==> src/sv/mlcs_pkg.sv <==
// ---------------------------------------------------------------------------
// mlcs_pkg
// Types, register indexes and constants of the min-max contrast stretch.
// ---------------------------------------------------------------------------
package mlcs_pkg;

    localparam int unsigned DATA_W     = 32;
    localparam int unsigned PIXEL_W    = 16;
    localparam int unsigned RANGE_W    = 16;
    localparam int unsigned CFG_IDX_W  = 3;
    localparam int unsigned MIDQ_DEPTH = 2;
    localparam int unsigned OUTQ_DEPTH = 4;

    localparam logic [CFG_IDX_W-1:0] CFG_OUTPUT_MODE   = 3'd0;
    localparam logic [CFG_IDX_W-1:0] CFG_NODATA_ENABLE = 3'd1;
    localparam logic [CFG_IDX_W-1:0] CFG_NODATA_VALUE  = 3'd2;
    localparam logic [CFG_IDX_W-1:0] CFG_LIMITS_ENABLE = 3'd3;
    localparam logic [CFG_IDX_W-1:0] CFG_LIMIT_LOW     = 3'd4;
    localparam logic [CFG_IDX_W-1:0] CFG_LIMIT_HIGH    = 3'd5;

    localparam logic CMD_MEASURE = 1'b0;
    localparam logic CMD_SCALE   = 1'b1;

    localparam logic KIND_PIXEL  = 1'b0;
    localparam logic KIND_REPORT = 1'b1;

    localparam logic [1:0] MODE_8_OFS  = 2'd0;
    localparam logic [1:0] MODE_8      = 2'd1;
    localparam logic [1:0] MODE_16_OFS = 2'd2;
    localparam logic [1:0] MODE_16     = 2'd3;

    localparam logic signed [DATA_W-1:0] SAMPLE_MAX = 32'sh7FFF_FFFF;
    localparam logic signed [DATA_W-1:0] SAMPLE_MIN = 32'sh8000_0000;

    typedef struct packed {
        logic                     command;
        logic signed [DATA_W-1:0] sample;
        logic                     sample_void;
        logic                     frame_last;
    } t_in_item;

    typedef struct packed {
        logic                     result_kind;
        logic [PIXEL_W-1:0]       pixel;
        logic signed [DATA_W-1:0] frame_min;
        logic signed [DATA_W-1:0] frame_max;
        logic                     none_valid;
        logic                     result_last;
    } t_out_item;

    typedef struct packed {
        logic [1:0]               output_mode;
        logic                     nodata_enable;
        logic signed [DATA_W-1:0] nodata_value;
        logic                     limits_enable;
        logic signed [DATA_W-1:0] limit_low;
        logic signed [DATA_W-1:0] limit_high;
    } t_cfg;

    typedef struct packed {
        logic command;
        logic is_void;
        logic frame_last;
    } t_item_tag;

    function automatic logic [RANGE_W-1:0] mode_range(input logic [1:0] mode);
        logic [RANGE_W-1:0] r;
        unique case (mode)
            MODE_8_OFS:  r = 16'd254;
            MODE_8:      r = 16'd255;
            MODE_16_OFS: r = 16'd65534;
            MODE_16:     r = 16'd65535;
            default:     r = 16'd255;
        endcase
        return r;
    endfunction

    function automatic logic [PIXEL_W-1:0] mode_offset(input logic [1:0] mode);
        logic [PIXEL_W-1:0] o;
        unique case (mode)
            MODE_8_OFS, MODE_16_OFS: o = 16'd1;
            MODE_8, MODE_16:         o = 16'd0;
            default:                 o = 16'd0;
        endcase
        return o;
    endfunction

endpackage

==> src/sv/mlcs_front.sv <==
// ---------------------------------------------------------------------------
// mlcs_front
// Accepts items, marks void samples and holds them in a short queue.
// ---------------------------------------------------------------------------
module mlcs_front import mlcs_pkg::*; #(
    parameter int unsigned SAMPLE_WIDTH = 32
) (
    input  logic                          i_clk,
    input  logic                          i_rst_n,
    input  logic                          i_push,
    output logic                          o_full,
    input  t_in_item                      i_item,
    input  t_cfg                          i_cfg,
    output logic                          o_empty,
    output t_item_tag                     o_tag,
    output logic signed [SAMPLE_WIDTH-1:0] o_x,
    input  logic                          i_pop
);

    localparam int unsigned PTR_W = (MIDQ_DEPTH > 1) ? $clog2(MIDQ_DEPTH) : 1;
    localparam int unsigned CNT_W = $clog2(MIDQ_DEPTH + 1);

    logic signed [SAMPLE_WIDTH-1:0] x_narrow;
    logic signed [DATA_W-1:0]       x_ext;
    t_item_tag                      tag_in;
    logic                           do_push;
    logic                           do_pop;

    t_item_tag                      r_tag_mem [MIDQ_DEPTH];
    logic signed [SAMPLE_WIDTH-1:0] r_x_mem   [MIDQ_DEPTH];
    logic [PTR_W-1:0]               r_wr_ptr;
    logic [PTR_W-1:0]               r_rd_ptr;
    logic [CNT_W-1:0]               r_count;

    assign x_narrow = i_item.sample[SAMPLE_WIDTH-1:0];
    assign x_ext    = DATA_W'(x_narrow);

    assign tag_in.command    = i_item.command;
    assign tag_in.is_void    = i_item.sample_void ||
                               (i_cfg.nodata_enable && (x_ext == i_cfg.nodata_value));
    assign tag_in.frame_last = i_item.frame_last;

    assign o_full  = (r_count == CNT_W'(MIDQ_DEPTH));
    assign o_empty = (r_count == '0);
    assign do_push = i_push && !o_full;
    assign do_pop  = i_pop && !o_empty;

    assign o_tag = r_tag_mem[r_rd_ptr];
    assign o_x   = r_x_mem[r_rd_ptr];

    always_ff @(posedge i_clk) begin
        if (do_push) begin
            r_tag_mem[r_wr_ptr] <= tag_in;
            r_x_mem[r_wr_ptr]   <= x_narrow;
        end
    end

    always_ff @(posedge i_clk) begin
        if (!i_rst_n) begin
            r_wr_ptr <= '0;
            r_rd_ptr <= '0;
            r_count  <= '0;
        end else begin
            if (do_push) begin
                r_wr_ptr <= (r_wr_ptr == PTR_W'(MIDQ_DEPTH - 1)) ? '0 : r_wr_ptr + 1'b1;
            end
            if (do_pop) begin
                r_rd_ptr <= (r_rd_ptr == PTR_W'(MIDQ_DEPTH - 1)) ? '0 : r_rd_ptr + 1'b1;
            end
            if (do_push && !do_pop) begin
                r_count <= r_count + 1'b1;
            end else if (do_pop && !do_push) begin
                r_count <= r_count - 1'b1;
            end
        end
    end

endmodule

==> src/sv/mlcs_div.sv <==
// ---------------------------------------------------------------------------
// mlcs_div
// Restoring divider for the scale factor, one quotient bit per cycle.
// ---------------------------------------------------------------------------
module mlcs_div import mlcs_pkg::*; #(
    parameter int unsigned FRACTION_BITS = 16
) (
    input  logic               i_clk,
    input  logic               i_rst_n,
    input  logic               i_start,
    input  logic [RANGE_W-1:0] i_range,
    input  logic [DATA_W-1:0]  i_divisor,
    output logic               o_done,
    output logic [DATA_W-1:0]  o_quotient
);

    localparam int unsigned NUM_W  = RANGE_W + FRACTION_BITS;
    localparam int unsigned STEP_W = $clog2(NUM_W + 1);

    logic                    r_busy;
    logic                    r_done;
    logic [STEP_W-1:0]       r_step;
    logic [NUM_W-1:0]        r_num;
    logic [DATA_W-1:0]       r_rem;
    logic [DATA_W-1:0]       r_div;

    logic [DATA_W:0]         trial;
    logic                    ge;
    logic [DATA_W:0]         trial_sub;
    logic [NUM_W+DATA_W-1:0] q_ext;

    assign trial     = {r_rem, r_num[NUM_W-1]};
    assign ge        = (trial >= {1'b0, r_div});
    assign trial_sub = trial - {1'b0, r_div};

    assign q_ext      = {{DATA_W{1'b0}}, r_num};
    assign o_quotient = (|q_ext[NUM_W+DATA_W-1:DATA_W]) ? '1 : q_ext[DATA_W-1:0];
    assign o_done     = r_done;

    always_ff @(posedge i_clk) begin
        if (i_start) begin
            r_num <= {i_range, {FRACTION_BITS{1'b0}}};
            r_rem <= '0;
            r_div <= i_divisor;
        end else if (r_busy) begin
            r_num <= {r_num[NUM_W-2:0], ge};
            r_rem <= ge ? trial_sub[DATA_W-1:0] : trial[DATA_W-1:0];
        end
    end

    always_ff @(posedge i_clk) begin
        if (!i_rst_n) begin
            r_busy <= 1'b0;
            r_done <= 1'b0;
            r_step <= '0;
        end else begin
            r_done <= 1'b0;
            if (i_start) begin
                r_busy <= 1'b1;
                r_step <= STEP_W'(NUM_W);
            end else if (r_busy) begin
                r_step <= r_step - 1'b1;
                if (r_step == STEP_W'(1)) begin
                    r_busy <= 1'b0;
                    r_done <= 1'b1;
                end
            end
        end
    end

endmodule

==> src/sv/mlcs_back.sv <==
// ---------------------------------------------------------------------------
// mlcs_back
// Extremes tracking, scale factor control, pixel pipeline and result queue.
// ---------------------------------------------------------------------------
module mlcs_back import mlcs_pkg::*; #(
    parameter int unsigned SAMPLE_WIDTH  = 32,
    parameter int unsigned FRACTION_BITS = 16
) (
    input  logic                           i_clk,
    input  logic                           i_rst_n,
    input  t_cfg                           i_cfg,
    input  logic                           i_q_empty,
    input  t_item_tag                      i_q_tag,
    input  logic signed [SAMPLE_WIDTH-1:0] i_q_x,
    output logic                           o_q_pop,
    output logic                           o_div_start,
    output logic [RANGE_W-1:0]             o_div_range,
    output logic [DATA_W-1:0]              o_div_divisor,
    input  logic                           i_div_done,
    input  logic [DATA_W-1:0]              i_div_quotient,
    output logic                           o_empty,
    input  logic                           i_pop,
    output t_out_item                      o_result
);

    localparam int unsigned PROD_W    = 2 * DATA_W;
    localparam int unsigned OUT_PTR_W = $clog2(OUTQ_DEPTH);
    localparam int unsigned OUT_CNT_W = $clog2(OUTQ_DEPTH + 1);
    localparam logic [DATA_W-1:0] SCALE_ONE = DATA_W'(1) << FRACTION_BITS;

    typedef enum logic [1:0] {
        ST_RUN,
        ST_CHECK,
        ST_DIVIDE
    } t_state;

    typedef struct packed {
        logic                     kind;
        logic                     last;
        logic                     is_void;
        logic                     pos;
        logic [DATA_W-1:0]        diff;
        logic signed [DATA_W-1:0] fmin;
        logic signed [DATA_W-1:0] fmax;
        logic                     none_valid;
    } t_s1;

    typedef struct packed {
        logic                     kind;
        logic                     last;
        logic                     is_void;
        logic                     pos;
        logic [PROD_W-1:0]        prod;
        logic signed [DATA_W-1:0] fmin;
        logic signed [DATA_W-1:0] fmax;
        logic                     none_valid;
    } t_s2;

    t_state                   r_state;
    logic signed [DATA_W-1:0] r_min;
    logic signed [DATA_W-1:0] r_max;
    logic                     r_seen;
    logic [DATA_W-1:0]        r_scale;
    logic                     r_restart;
    logic                     r_clamp;

    logic                     r_s1_v;
    t_s1                      r_s1;
    logic                     r_s2_v;
    t_s2                      r_s2;

    t_out_item                r_out_mem [OUTQ_DEPTH];
    logic [OUT_PTR_W-1:0]     r_out_wr;
    logic [OUT_PTR_W-1:0]     r_out_rd;
    logic [OUT_CNT_W-1:0]     r_out_count;

    logic [OUT_CNT_W:0]       in_use;
    logic                     issue;
    logic                     is_measure;
    logic signed [DATA_W-1:0] x_ext;
    logic signed [DATA_W-1:0] cur_min;
    logic signed [DATA_W-1:0] cur_max;
    logic                     cur_seen;
    logic signed [DATA_W-1:0] upd_min;
    logic signed [DATA_W-1:0] upd_max;
    logic                     upd_seen;
    logic signed [DATA_W-1:0] rep_min;
    logic signed [DATA_W-1:0] rep_max;
    logic signed [DATA_W-1:0] x_clamped;
    logic signed [DATA_W:0]   scl_diff;
    logic signed [DATA_W:0]   chk_diff;
    logic                     chk_divide;
    t_s1                      s1_in;

    logic [PROD_W-1:0]        scaled;
    logic [RANGE_W-1:0]       out_range;
    logic [PIXEL_W-1:0]       out_offset;
    logic [PIXEL_W-1:0]       v_sat;
    t_out_item                s2_result;
    logic                     out_pop;

    // ---- issue from the queue -------------------------------------------
    assign in_use = {1'b0, r_out_count} + (OUT_CNT_W+1)'(r_s1_v) + (OUT_CNT_W+1)'(r_s2_v);
    assign issue  = (r_state == ST_RUN) && !i_q_empty &&
                    (in_use < (OUT_CNT_W+1)'(OUTQ_DEPTH));
    assign o_q_pop    = issue;
    assign is_measure = (i_q_tag.command == CMD_MEASURE);

    assign x_ext    = DATA_W'(i_q_x);
    assign cur_min  = r_restart ? SAMPLE_MAX : r_min;
    assign cur_max  = r_restart ? SAMPLE_MIN : r_max;
    assign cur_seen = r_restart ? 1'b0 : r_seen;
    assign upd_min  = (!i_q_tag.is_void && (x_ext < cur_min)) ? x_ext : cur_min;
    assign upd_max  = (!i_q_tag.is_void && (x_ext > cur_max)) ? x_ext : cur_max;
    assign upd_seen = cur_seen || !i_q_tag.is_void;
    assign rep_min  = i_cfg.limits_enable ? i_cfg.limit_low  : upd_min;
    assign rep_max  = i_cfg.limits_enable ? i_cfg.limit_high : upd_max;

    always_comb begin
        x_clamped = x_ext;
        if (r_clamp) begin
            if (x_ext < r_min) begin
                x_clamped = r_min;
            end else if (x_ext > r_max) begin
                x_clamped = r_max;
            end
        end
    end

    assign scl_diff = (DATA_W+1)'(x_clamped) - (DATA_W+1)'(r_min);

    always_comb begin
        s1_in.last       = i_q_tag.frame_last;
        s1_in.is_void    = i_q_tag.is_void;
        s1_in.pos        = !scl_diff[DATA_W] && (|scl_diff[DATA_W-1:0]);
        s1_in.diff       = scl_diff[DATA_W-1:0];
        s1_in.fmin       = rep_min;
        s1_in.fmax       = rep_max;
        s1_in.none_valid = !upd_seen;
        s1_in.kind       = is_measure ? KIND_REPORT : KIND_PIXEL;
    end

    // ---- scale factor check, registered extremes ------------------------
    assign chk_diff      = (DATA_W+1)'(r_max) - (DATA_W+1)'(r_min);
    assign chk_divide    = (r_clamp || r_seen) && (chk_diff > (DATA_W+1)'(0));
    assign o_div_start   = (r_state == ST_CHECK) && chk_divide;
    assign o_div_range   = mode_range(i_cfg.output_mode);
    assign o_div_divisor = chk_diff[DATA_W-1:0];

    always_ff @(posedge i_clk) begin
        if (!i_rst_n) begin
            r_state   <= ST_RUN;
            r_min     <= SAMPLE_MAX;
            r_max     <= SAMPLE_MIN;
            r_seen    <= 1'b0;
            r_scale   <= SCALE_ONE;
            r_restart <= 1'b0;
            r_clamp   <= 1'b0;
        end else begin
            unique case (r_state)
                ST_RUN: begin
                    if (issue && is_measure) begin
                        r_min     <= upd_min;
                        r_max     <= upd_max;
                        r_seen    <= upd_seen;
                        r_restart <= 1'b0;
                        if (i_q_tag.frame_last) begin
                            r_min     <= rep_min;
                            r_max     <= rep_max;
                            r_clamp   <= i_cfg.limits_enable;
                            r_restart <= 1'b1;
                            r_state   <= ST_CHECK;
                        end
                    end
                end
                ST_CHECK: begin
                    if (chk_divide) begin
                        r_state <= ST_DIVIDE;
                    end else begin
                        r_scale <= SCALE_ONE;
                        r_state <= ST_RUN;
                    end
                end
                ST_DIVIDE: begin
                    if (i_div_done) begin
                        r_scale <= i_div_quotient;
                        r_state <= ST_RUN;
                    end
                end
                default: r_state <= ST_RUN;
            endcase
        end
    end

    // ---- pixel pipeline --------------------------------------------------
    always_ff @(posedge i_clk) begin
        if (!i_rst_n) begin
            r_s1_v <= 1'b0;
            r_s2_v <= 1'b0;
        end else begin
            r_s1_v <= issue && (!is_measure || i_q_tag.frame_last);
            r_s2_v <= r_s1_v;
        end
    end

    always_ff @(posedge i_clk) begin
        r_s1            <= s1_in;
        r_s2.kind       <= r_s1.kind;
        r_s2.last       <= r_s1.last;
        r_s2.is_void    <= r_s1.is_void;
        r_s2.pos        <= r_s1.pos;
        r_s2.prod       <= r_s1.diff * r_scale;
        r_s2.fmin       <= r_s1.fmin;
        r_s2.fmax       <= r_s1.fmax;
        r_s2.none_valid <= r_s1.none_valid;
    end

    assign scaled     = r_s2.prod >> FRACTION_BITS;
    assign out_range  = mode_range(i_cfg.output_mode);
    assign out_offset = mode_offset(i_cfg.output_mode);
    assign v_sat      = (scaled > PROD_W'(out_range)) ? PIXEL_W'(out_range)
                                                      : scaled[PIXEL_W-1:0];

    always_comb begin
        s2_result.result_kind = r_s2.kind;
        if (r_s2.kind == KIND_REPORT) begin
            s2_result.pixel       = '0;
            s2_result.frame_min   = r_s2.fmin;
            s2_result.frame_max   = r_s2.fmax;
            s2_result.none_valid  = r_s2.none_valid;
            s2_result.result_last = 1'b1;
        end else begin
            if (r_s2.is_void) begin
                s2_result.pixel = '0;
            end else begin
                s2_result.pixel = (r_s2.pos ? v_sat : '0) + out_offset;
            end
            s2_result.frame_min   = '0;
            s2_result.frame_max   = '0;
            s2_result.none_valid  = 1'b0;
            s2_result.result_last = r_s2.last;
        end
    end

    // ---- result queue ----------------------------------------------------
    assign o_empty  = (r_out_count == '0);
    assign out_pop  = i_pop && !o_empty;
    assign o_result = r_out_mem[r_out_rd];

    always_ff @(posedge i_clk) begin
        if (r_s2_v) begin
            r_out_mem[r_out_wr] <= s2_result;
        end
    end

    always_ff @(posedge i_clk) begin
        if (!i_rst_n) begin
            r_out_wr    <= '0;
            r_out_rd    <= '0;
            r_out_count <= '0;
        end else begin
            if (r_s2_v) begin
                r_out_wr <= (r_out_wr == OUT_PTR_W'(OUTQ_DEPTH - 1)) ? '0 : r_out_wr + 1'b1;
            end
            if (out_pop) begin
                r_out_rd <= (r_out_rd == OUT_PTR_W'(OUTQ_DEPTH - 1)) ? '0 : r_out_rd + 1'b1;
            end
            if (r_s2_v && !out_pop) begin
                r_out_count <= r_out_count + 1'b1;
            end else if (out_pop && !r_s2_v) begin
                r_out_count <= r_out_count - 1'b1;
            end
        end
    end

endmodule

==> src/sv/minmax_linear_contrast_stretch_top.sv <==
// ---------------------------------------------------------------------------
// minmax_linear_contrast_stretch_top
// Min-max linear contrast stretch of signed samples into 8/16-bit pixels.
// ---------------------------------------------------------------------------
// Usage:
//   Input queue: drive i_item and raise push; a transfer happens when full
//   is low. Each frame is sent twice: a measure pass (command 0) and a scale
//   pass (command 1), each closed by frame_last.
//   Result queue: o_result holds the oldest result while empty is low; pop
//   takes it. The last measure item yields one extremes report; each scale
//   item yields one pixel. Other measure items yield nothing.
//   Configuration: i_cfg_valid/o_cfg_ready with i_cfg_index and i_cfg_data;
//   write only while the block is idle.
// Timing:
//   An item passes the input queue, stages s1 and s2 and the result queue.
//   Throughput is one item per cycle while the back end takes items. After a
//   report it stops taking items while the scale factor is formed: a check,
//   then, if max > min, the restoring divider, one quotient bit per cycle.
// Reset: synchronous, active low; both queues empty, registers at defaults.
// Stall: when pop stays low, the 4-entry result queue fills, the back end
//   stops, the 2-entry input queue fills and full rises; nothing is lost.
// ---------------------------------------------------------------------------
module minmax_linear_contrast_stretch_top import mlcs_pkg::*; #(
    parameter int unsigned SAMPLE_WIDTH  = 32,
    parameter int unsigned FRACTION_BITS = 16
) (
    input  logic                 i_clk,
    input  logic                 i_rst_n,
    input  logic                 push,
    output logic                 full,
    input  t_in_item             i_item,
    output logic                 empty,
    input  logic                 pop,
    output t_out_item            o_result,
    input  logic                 i_cfg_valid,
    output logic                 o_cfg_ready,
    input  logic [CFG_IDX_W-1:0] i_cfg_index,
    input  logic [DATA_W-1:0]    i_cfg_data
);

    t_cfg                           r_cfg;

    logic                           q_empty;
    t_item_tag                      q_tag;
    logic signed [SAMPLE_WIDTH-1:0] q_x;
    logic                           q_pop;
    logic                           div_start;
    logic [RANGE_W-1:0]             div_range;
    logic [DATA_W-1:0]              div_divisor;
    logic                           div_done;
    logic [DATA_W-1:0]              div_quotient;

    assign o_cfg_ready = 1'b1;

    always_ff @(posedge i_clk) begin
        if (!i_rst_n) begin
            r_cfg <= '0;
        end else if (i_cfg_valid && o_cfg_ready) begin
            unique case (i_cfg_index)
                CFG_OUTPUT_MODE:   r_cfg.output_mode   <= i_cfg_data[1:0];
                CFG_NODATA_ENABLE: r_cfg.nodata_enable <= i_cfg_data[0];
                CFG_NODATA_VALUE:  r_cfg.nodata_value  <= i_cfg_data;
                CFG_LIMITS_ENABLE: r_cfg.limits_enable <= i_cfg_data[0];
                CFG_LIMIT_LOW:     r_cfg.limit_low     <= i_cfg_data;
                CFG_LIMIT_HIGH:    r_cfg.limit_high    <= i_cfg_data;
                default: ;
            endcase
        end
    end

    mlcs_front #(
        .SAMPLE_WIDTH (SAMPLE_WIDTH)
    ) u_front (
        .i_clk   (i_clk),
        .i_rst_n (i_rst_n),
        .i_push  (push),
        .o_full  (full),
        .i_item  (i_item),
        .i_cfg   (r_cfg),
        .o_empty (q_empty),
        .o_tag   (q_tag),
        .o_x     (q_x),
        .i_pop   (q_pop)
    );

    mlcs_div #(
        .FRACTION_BITS (FRACTION_BITS)
    ) u_div (
        .i_clk      (i_clk),
        .i_rst_n    (i_rst_n),
        .i_start    (div_start),
        .i_range    (div_range),
        .i_divisor  (div_divisor),
        .o_done     (div_done),
        .o_quotient (div_quotient)
    );

    mlcs_back #(
        .SAMPLE_WIDTH  (SAMPLE_WIDTH),
        .FRACTION_BITS (FRACTION_BITS)
    ) u_back (
        .i_clk          (i_clk),
        .i_rst_n        (i_rst_n),
        .i_cfg          (r_cfg),
        .i_q_empty      (q_empty),
        .i_q_tag        (q_tag),
        .i_q_x          (q_x),
        .o_q_pop        (q_pop),
        .o_div_start    (div_start),
        .o_div_range    (div_range),
        .o_div_divisor  (div_divisor),
        .i_div_done     (div_done),
        .i_div_quotient (div_quotient),
        .o_empty        (empty),
        .i_pop          (pop),
        .o_result       (o_result)
    );

endmodule

==> config.mk <==
export PLATFORM = sky130hd
export DESIGN_NAME = minmax_linear_contrast_stretch_top
export DESIGN_NICKNAME = d
export VERILOG_FILES = /design/src/sv/mlcs_pkg.sv /design/src/sv/mlcs_front.sv /design/src/sv/mlcs_div.sv /design/src/sv/mlcs_back.sv /design/src/sv/minmax_linear_contrast_stretch_top.sv
export SDC_FILE = /design/constraint.sdc
export NUM_CORES = 2
export LEC_CHECK = 0
export BUFFER_PORTS_ARGS = -buffer_cell sky130_fd_sc_hd__clkbuf_2
export CAP_MARGIN = 25
export CELL_PAD_IN_SITES_DETAIL_PLACEMENT = 0
export CELL_PAD_IN_SITES_GLOBAL_PLACEMENT = 1
export CORE_ASPECT_RATIO = 0.6
export CORE_MARGIN = 10
export CORE_UTILIZATION = 55
export CTS_CLUSTER_SIZE = 20
export DETAILED_ROUTE_END_ITERATION = 12
export PLACE_DENSITY = 0.95
export SLEW_MARGIN = 20
export SYNTH_ARGS = -nofsm -noshare
export SYNTH_HDL_FRONTEND = slang
export SYNTH_SLANG_ARGS = --single-unit
==> constraint.sdc <==
create_clock -name i_clk -period 22.6 [get_ports i_clk]
set_clock_uncertainty 0.05 [all_clocks]
set_input_delay 2.26 -clock i_clk [delete_from_list [all_inputs] [get_ports i_clk]]
set_output_delay 2.26 -clock i_clk [all_outputs]
set_load 0.05 [all_outputs]
==> results.yml <==
timing:
  relSlewSlack_pct: 12.44
  tns_ps: 0
  setup_slack_ps: 13260
  drv_slew: 0
  finalHoldViolCount: 0
  setup_violations: 0
  max_freq_mhz: 107.1
  final.min_clock_period_ps: 9341
  rsz0062_at_grt: "false"
  post-route-period-util_pct: 41.33
  tightest_slew_ps: 1300
logic_synthesis:
  synth_mux_area_share_pct: 4.592
  async_flop_share_pct: 0
  synth_simple_gate_area_share_pct: 13.99
  synth_xor_area_share_pct: 1.953
  synth_edf_count: 450
  ys.warnings.count: 0
  synth_top_area_share_pct: 23.89
  synth_area_leaders: "fa_1, edfxtp_1, dfxtp_1, ha_1, and2_1"
  syn_inst: 7306
  synth-adder-area-share_pct: 32.24
  ys_seq_area_share_pct: 30.98
  syn-cell-area_um2: 75340
  syn-num-nets: 8783
  synth_top_family_by_area: "adder cells"
  ys_types: 90
  synth_compound_area_share_pct: 9.015
  yosys_register_bits: 941
  syn_area_per_cell_um2: 10.31
  synth_top_area_cell: "fa_1"
  synth_flop_cell: "dfxtp_1"
setup_path:
  required_ps: 23090
  ff2ff_path_depth: 28
  critical_path_buf_inv_count: 3
  crit_path_start_kind: "register"
  path_class: "reg2reg"
  cp.depth: 28
  worst_setup_path_end_kind: "register"
  critPathSlowestCell: "mux2i_1"
  critPathArrivalTime_ps: 9830
  cp_common_cell: "o21a_1"
  critPathMaxFanout: 35
  crit_family: "compound AO/OA/AOI/OAI gates"
  worst_path_largest_cell_delay_ps: 950
die:
  die_h_um: 306.7
  std_cell_rows: 105
  start_util_pct: 55.25
  ios: 161
  core_um2: 136400
  chipWidth_um: 497.8
  die_area_um2: 152700
worst_hold_path:
  hp-class: "reg2reg"
  whs_path_depth: 0
cells_and_area:
  drive_gt1_share_pct: 9.174
  areaGrowthSynthToFinish_pct: 7.434
  nNetsFinal: 8751
  fin_util_pct: 59.35
global_route:
  grt_pass1_wl_mm: 367.8
  grt_overflow_total: 0
  grt_pass1_vias: 55710
  busiest_layer: "met1"
  grt_start_max_net_pins: 83
  use_met3_pct: 18.30
  use_met2_pct: 39.66
  grt_usage_pct: 32.11
  met1_usage_pct: 48.11
  antenna_found_initial: 30
place:
  gp_congestion: 1.017
  pre_cts_ws_ps: 13740
  io_buffers: 159
  dp_hpwl_mm: 186.2
job:
  drv_cap: 0
routing:
  wl_mm: 248.8
  post_drt_wl_per_cell_um: 27.03
  first_iter_violations: 7404
  viasPerCell: 6.124
  postRouteAntennaNets: 0
  drcViolationCount: 0
  route.vias.total: 56380
  drtPass1Iterations: 6
clock_network:
  clockBufferDepth: 3
  cts_resized: 0
  numClockSinks: 941
  htree_num_levels: 3
  clk_latency_ps: 740
  clk_pin_slew_worst_paths_ps: 70
  cts_tree: "done"
  cts_hold_buf: 0
  cts-root-buf: "clkbuf_16"
  cts_setup_buffers: 0
  cts_buffers: 85
outcome:
  status: "finished clean"
power_and_ir_drop:
  ir_drop_mv: 0.08774
  p_leak_uw: 0.03628
  pwr_density_cell_nw_per_um2: 83.65
==> per-stage QoR <==
step / hold slack [ps] / std cells / power, uW / area, um2
after floorplan: 259.6 / 7306 / 4026 / 75340
after global placement: 259.7 / 8996 / 5030 / 77790
after detailed placement: 262.1 / 9001 / 5106 / 77850
after CTS: 269.6 / 9161 / 6617 / 80750
after global routing: 270.1 / 9167 / 6999 / 80840
final: 264.5 / 9206 / 6770 / 80940
==> registers in the layout, indices dropped and copies added, names as in the netlist, 2 cells and up, named ones only <==
register / count
u_back.r_out_rd: 2
u_div.r_step: 6
u_back.r_min: 32
u_back.r_scale: 32
u_div.r_div: 32
u_front.r_count: 2
u_back.r_out_wr: 2
r_cfg: 100
u_back.r_max: 32
u_front.r_tag_mem: 6
u_back.r_s2: 117
u_div.o_quotient: 32
u_front.r_x_mem: 64
u_div.r_rem: 32
u_back.r_state: 2
u_back.r_out_count: 3
u_back.r_out_mem: 332
u_back.r_s1: 101
==> where the power goes <==
| group | switching (uW) | internal, uW | leakage (uW) |
|---|---|---|---|
| clock network | 720 | 802 | 0.00141 |
| registers | 316 | 2120 | 0.00821 |
| logic | 1960 | 856 | 0.0267 |
| total | 2990 | 3780 | 0.0363 |
==> worst paths after layout <==
path / start / to / slack [ps]
hold reg to reg: u_back.r_s1[54] / u_back.r_s2[54] / 260
setup / recovery: register / u_back.r_s1[97] / 13260
hold / removal: u_back.r_s1[54] / u_back.r_s2[54] / 260
setup reg to reg: register / u_back.r_s1[97] / 13260
==> placed cells by master (no fill, tap or decap), types with 33 or more instances in the layout <==
master and instances:
ha_1 503, diode_2 40, nand3_1 89, and2_1 668, mux2i_1 79, a22o_1 63, o21a_1 35, dfxtp_2 40
nor2_1 255, fa_1 899, buf_4 99, a21oi_1 319, o211ai_1 36, mux4_2 83, mux2_2 71, nand2_1 812
o41ai_1 36, clkbuf_16 87, clkbuf_2 159, o21ai_0 119, edfxtp_1 450, a22oi_1 33, dfxtp_1 446, inv_1 1050
a21o_1 133, xnor2_1 76, nand4_1 85, xor2_1 92, nor3_1 47
==> routing by layer <==
layer	wire length [um]	vias to the layer above
met4	4940	32
met2	89870	3985
met5	314	-
met1	107600	28000
li1	-	23960
met3	46030	401
==> cells by family (layout without fill, tap and decap cells) <==
kind of cell               Yosys count  count (layout)
and+or+nand+nor                   2125            2125
AOI/OAI and AO/OA                 1004            1004
DFF                                941             941
xor gates and xnor gates           168             168
muxes                              233             233
adders and majority gates         1402            1402
other                                1              41
buffers and inverters             1432            1473
==> synth_stat cells (8+ instances only) <==
library cell	instances
or3_1	9
xnor2_1	76
o21ai_0	131
nand2b_1	30
edfxtp_1	450
inv_1	1048
buf_1	18
a22o_1	63
a21boi_0	10
a221oi_1	8
nor2b_1	30
fa_1	899
nor3b_1	8
nor3_1	49
and2_1	672
a21o_1	133
ha_1	503
o41ai_1	36
o21a_1	35
nand2_1	812
o211ai_1	36
clkbuf_1	346
o21bai_1	15
mux2_2	71
a31oi_1	19
nand3_1	89
nand4_1	85
xor2_1	92
a211oi_2	27
buf_2	12
nor2_1	259
and3_1	23
o31ai_1	29
dfxtp_1	491
mux2i_1	79
a21oi_1	321
a211oi_1	26
a22oi_1	33
nor4_1	20
mux4_2	83
==> final cells by class <==
class / instances / area, um2
Antenna cell: 40 / 100.1
Multi-Input combinational cell: 4933 / 46680
Clock inverter: 36 / 455.4
Clock buffer: 124 / 2451
Fill cell: 11070 / 55430
Sequential cell: 941 / 23410
Tap cell: 1819 / 2276
Inverter: 1049 / 3943
Timing Repair Buffer: 264 / 1619
Power figures use the tool's default switching activity.
